## config.mk

```make
export PLATFORM = sky130hd
export DESIGN_NAME = ppmm_ctrl
export DESIGN_NICKNAME = d
export VERILOG_FILES = /design/src/hw/rtl/ppmm_pkg.sv /design/src/hw/rtl/ppmm_ctrl.sv
export SDC_FILE = /design/constraint.sdc
export NUM_CORES = 1
export LEC_CHECK = 0
export BUFFER_PORTS_ARGS = -buffer_cell sky130_fd_sc_hd__buf_2
export CAP_MARGIN = 0
export CORE_AREA = 2 2 39 41
export CTS_BUF_LIST = sky130_fd_sc_hd__clkbuf_4 sky130_fd_sc_hd__clkbuf_8
export DETAILED_ROUTE_END_ITERATION = 10
export DIE_AREA = 0 0 41 43
export PLACE_DENSITY = 0.4
export REMOVE_ABC_BUFFERS = 1
export SYNTH_ARGS = -nofsm -noshare
export SYNTH_HDL_FRONTEND = slang
export SYNTH_SLANG_ARGS = --single-unit
```

## constraint.sdc

```tcl
create_clock -name clk -period 1.7 [get_ports clk]
set_input_delay 0.085 -clock clk [delete_from_list [all_inputs] [get_ports clk]]
set_output_delay 0.085 -clock clk [all_outputs]
set_load 0.1 [all_outputs]
```

## src/hw/rtl/ppmm_pkg.sv

```systemverilog
`timescale 1ns / 1ps

package ppmm_pkg;

  // Sizing of the mailbox array.
  localparam int NUM_PROCS  = 64;
  localparam int RING_SLOTS = 32;

  // Field widths of the request and the response.
  localparam int PID_W   = 6;
  localparam int WORD_W  = 32;
  localparam int MASK_W  = 64;
  localparam int STAT_W  = 2;

  // Derived storage widths.
  localparam int PROC_AW  = (NUM_PROCS > 1) ? $clog2(NUM_PROCS) : 1;
  localparam int IDX_W    = $clog2(RING_SLOTS);
  localparam int STORE_D  = NUM_PROCS * RING_SLOTS;
  localparam int STORE_AW = $clog2(STORE_D);
  localparam int ENTRY_W  = 4 * WORD_W;

  // Request codes.
  localparam logic CMD_SEND = 1'b0;
  localparam logic CMD_RECV = 1'b1;

  // Response status codes.
  localparam logic [STAT_W-1:0] ST_DONE   = 2'd0;
  localparam logic [STAT_W-1:0] ST_REJECT = 2'd1;
  localparam logic [STAT_W-1:0] ST_EMPTY  = 2'd2;

  // Commands from the controller to the datapath.
  typedef struct packed {
    logic accept;        // latch the request and read its index pair
    logic look_commit;   // finish a request that needs no store read
    logic fetch;         // advance the read index and read the store
    logic fetch_commit;  // finish a receive with the fetched entry
  } ppmm_cmd_t;

  // Status from the datapath to the controller.
  typedef struct packed {
    logic need_fetch;    // the request is a receive on a non-empty queue
  } ppmm_stat_t;

endpackage

```

## src/hw/rtl/ppmm_ctrl.sv

```systemverilog
`timescale 1ns / 1ps

module ppmm_ctrl import ppmm_pkg::*; (
  input  logic       clk,
  input  logic       rst_n,
  input  logic       in_valid,
  output logic       in_ready,
  output logic       out_valid,
  input  logic       out_ready,
  input  ppmm_stat_t stat,
  output ppmm_cmd_t  cmd
);

  typedef enum logic [1:0] {
    S_IDLE,
    S_LOOK,
    S_FETCH
  } state_t;

  state_t state_r, state_nxt;
  logic   out_valid_r, out_valid_nxt;
  logic   out_free;

  // The output register can take a new response when empty or draining now.
  assign out_free  = !out_valid_r || out_ready;
  assign in_ready  = (state_r == S_IDLE);
  assign out_valid = out_valid_r;

  always_comb begin
    state_nxt = state_r;
    cmd       = '0;
    unique case (state_r)
      S_IDLE: begin
        if (in_valid) begin
          cmd.accept = 1'b1;
          state_nxt  = S_LOOK;
        end
      end
      S_LOOK: begin
        if (stat.need_fetch) begin
          cmd.fetch = 1'b1;
          state_nxt = S_FETCH;
        end else if (out_free) begin
          cmd.look_commit = 1'b1;
          state_nxt       = S_IDLE;
        end
      end
      S_FETCH: begin
        if (out_free) begin
          cmd.fetch_commit = 1'b1;
          state_nxt        = S_IDLE;
        end
      end
      default: begin
        state_nxt = S_IDLE;
      end
    endcase

    if (cmd.look_commit || cmd.fetch_commit) begin
      out_valid_nxt = 1'b1;
    end else if (out_ready) begin
      out_valid_nxt = 1'b0;
    end else begin
      out_valid_nxt = out_valid_r;
    end
  end

  always_ff @(posedge clk) begin
    if (!rst_n) begin
      state_r     <= S_IDLE;
      out_valid_r <= 1'b0;
    end else begin
      state_r     <= state_nxt;
      out_valid_r <= out_valid_nxt;
    end
  end

endmodule

```

==> metrics.log <==
[metrics] status: finished clean
[metrics] Synth Cell Area: 174 µm²
[metrics] setup slack after layout: 0.181 ns
[metrics] first element of the critical path: state_r[0]
[metrics] hold crit path type: input port to register
[metrics] Placer Congestion: 0.545
[metrics] total global routing overflow: 0
[metrics] Max Root-Sink Buffers: 2
[metrics] setup total negative slack: 0 ns
[metrics] Critical Path, Cell by Cell: nor3b_2 > nor2b_1 > buf_2
[metrics] routed len/inst: 8.73 µm
[metrics] clock buffer count from CTS: 3
[metrics] antenna violations before repair: 0
[metrics] worst-case vdd ir drop: 157 µV
[metrics] final setup violating endpoints: 0
[metrics] worst endpoint data arrival time: 1.43 ns
[metrics] number of clock sinks seen by CTS: 3
[metrics] CTS tree: yes
[metrics] Placement Setup Slack: 0.408 ns
[metrics] average footprint of a synthesized cell: 9.66 µm²
[metrics] Leak Pwr: 0.000132 µW
[metrics] number of placed instances, taps included: 44
[metrics] summed area of non-filler cells in the final layout: 274 µm²
[metrics] Clock power frac: 46.5%
[metrics] CTS H-tree lvls: 1
[metrics] Synth-to-Final Area Change: 57.6%
[metrics] Reg2Reg Depth: 2
[metrics] highest clock rate: 658 MHz
[metrics] Cell Count, Final, Fillers Out: 48
[metrics] Syn Inst Count: 18
[metrics] worst slew slack as a fraction of its limit: 67.9%
[metrics] ratio of cells with drive above 1 in the final layout: 50.0%
[metrics] cts hold-fix bufs: 0
[metrics] final worst path period share: 89.4%
[metrics] largest net degree at the start of global routing: 8
[metrics] DRT antenna net count: 0
[metrics] antenna diode count: 0
[metrics] Hold Violations, Final: 0
[metrics] number of register bits inferred by synthesis: 3
[metrics] Die Outline Area: 0.00176 mm²
[metrics] die height: 43 µm
[metrics] Routed Wire Length: 419 µm
[metrics] Iter 0 DRT Violations: 5
[metrics] met3 routed WL: 24 µm
[metrics] die width: 41 µm
[metrics] global-route wire length before repair: 683 µm
[metrics] sum of net half-perimeters after detailed placement: 352 µm
[metrics] biggest cell delay along the critical path: 0.43 ns
[metrics] residual DRC count: 0
[metrics] MaxCap Viol Count: 0
[metrics] Hold Crit Depth: 2
[metrics] Max Used Layer: met4
[metrics] number of pins exceeding their max-slew limit in the final report: 0
[metrics] power density normalized to cell area: 1090 mW/mm²
[metrics] number of global-route vias before repair: 162
[metrics] Layout Skew: 0.00497 ns
[metrics] aggregate global-route resource usage: 6.62%
[metrics] critical path class: register to output pin
[metrics] Power Internal: 195 µW
[metrics] quantity of gates resized following cts: 0
[metrics] synth warn: 0
[metrics] Worst Tran Pin Value: 0.485 ns
[metrics] filler cell count in the final layout: 161
[metrics] number of detailed-route iterations in the first pass: 2
[metrics] register share of total power: 26.0%
[metrics] count of boundary I/O pins: 11
[metrics] leading cell type in the layout, fill and taps excluded: buf_2
[metrics] endpoint kind of the worst setup timing path: output pin
[metrics] vias after detailed routing: 183
[metrics] effective utilization at floorplan: 12.6%
[metrics] Synth cell types: 12
[metrics] launch instance of the worst min-delay path: rst_n
[metrics] switching power of the nets: 105 µW
[metrics] slowest cell on the critical path: buf_2
[metrics] buffer type at the clock tree root: clkbuf_4
[metrics] detailed-routed wire length on met2: 246 µm
[metrics] most frequent cells in the layout: buf_2, nor2b_1, clkbuf_4
[metrics] area of the placeable core: 0.00138 mm²
[metrics] time the worst path needs with I/O delays and setup: 1.52 ns
[metrics] launch point of the worst reg-to-reg path: state_r[0]
[metrics] unrepaired setup endpoints after global routing: no
[metrics] Combinational Power Share: 27.4%
[metrics] fin nets: 38
[metrics] Clock transition at path regs: 0.04 ns
[metrics] Clk Latency, worst-skew pair: 0.23 ns
[metrics] total placed instance area: 244 µm²
[metrics] proportion of synthesized chip area in sequential cells: 34.5%
[metrics] Met1 Wirelength: 129 µm
[metrics] Crit path max-delay family: buffers and inverters
[metrics] required time at the endpoint of the critical path: 1.62 ns
[metrics] buffers added on ports: 10
[metrics] CP max FO: 7
[metrics] R2R Path End: state_r[1]
[metrics] sink of the worst hold path: state_r[1]
[metrics] crit path launch type: register
[metrics] Sw Ratio: 35.1%
[metrics] Setup Buffers After CTS: 0
[metrics] buffers plus inverters on the worst setup path: 1
[metrics] per-cell via count in the routed design: 3.81
[metrics] Worst R2R Setup Slack: 0.78 ns
[metrics] number of core rows: 14
-- metal layers --
| metal | vias to the layer above | track usage, % |
|---|---|---|
| met2 | 5 | 8.75 |
| met5 | - | 0 |
| li1 | 92 | - |
| met1 | 84 | 5.45 |
| met3 | 2 | 3.14 |
| met4 | 0 | 10.0 |
-- how the worst max path moves through the flow --
stage	endpoint	slack, ns	cells after the start
2_1_floorplan	cmd[3]	-0.91	2
3_3_place_gp	cmd[2]	0.44	3
3_5_place_dp	cmd[2]	0.41	3
4_1_cts	cmd[2]	0.16	3
5_1_grt	cmd[2]	0.04	3
6_report	cmd[2]	0.18	3
-- Yosys cell counts --
library cell | count | area [µm²]
nor2b_1 | 4 | 25.0
dfxtp_1 | 3 | 60.1
nand2b_1 | 2 | 12.5
a21oi_1 | 1 | 5.00
and2_1 | 1 | 6.26
and3b_1 | 1 | 8.76
and4bb_2 | 1 | 12.5
nand4bb_1 | 1 | 11.3
nor2_1 | 1 | 3.75
nor3b_2 | 1 | 12.5
o21a_1 | 1 | 7.51
o31a_1 | 1 | 8.76
-- power groups by stage --
stage | Clock, µW | Combinational (µW) | Sequential, µW
after floorplan | 0 | 59.6 | 87.0
after global placement | 0 | 82.5 | 79.1
after detailed placement | 0 | 83.0 | 79.4
after CTS | 146 | 83.1 | 78.2
after global routing | 152 | 85.2 | 79.3
final | 140 | 82.3 | 78.2
-- cell families after synthesis --
group / count (synthesis) / share of synthesized area, %
AOI/OAI and AO/OA: 3 / 12.2
DFF: 3 / 34.5
and+or+nand+nor: 12 / 53.2
-- flip-flops by register name, summed over array words and instances, names as in the netlist --
register   cells
out_valid      1
state_r        2
-- layout make-up --
| cell class | instances | area, µm² | area share [%] |
|---|---|---|---|
| well taps | 16 | 20.0 | 7.31 |
| flip-flops and latches | 3 | 60.1 | 21.9 |
| repair buffers | 10 | 50.0 | 18.3 |
| multi-input cells | 15 | 114 | 41.6 |
| clock buffers | 4 | 30.0 | 11.0 |
-- metrics by stage --
| step | utilization [%] | power (µW) | hold WS [ns] |
|---|---|---|---|
| final | 19.8 | 300 | 0.0942 |
| after global routing | 19.8 | 316 | 0.0987 |
| after CTS | 19.8 | 308 | 0.0912 |
| after detailed placement | 17.6 | 162 | 0.337 |
| after global placement | 17.6 | 162 | 0.334 |
| after floorplan | - | 147 | 0.202 |
-- worst reg2reg max path: stages (launching register included) --
cell	delay (ns)
dfxtp_1	0.41
and4bb_2	0.25
o21a_1	0.16
(Power assumes the default switching activity.)
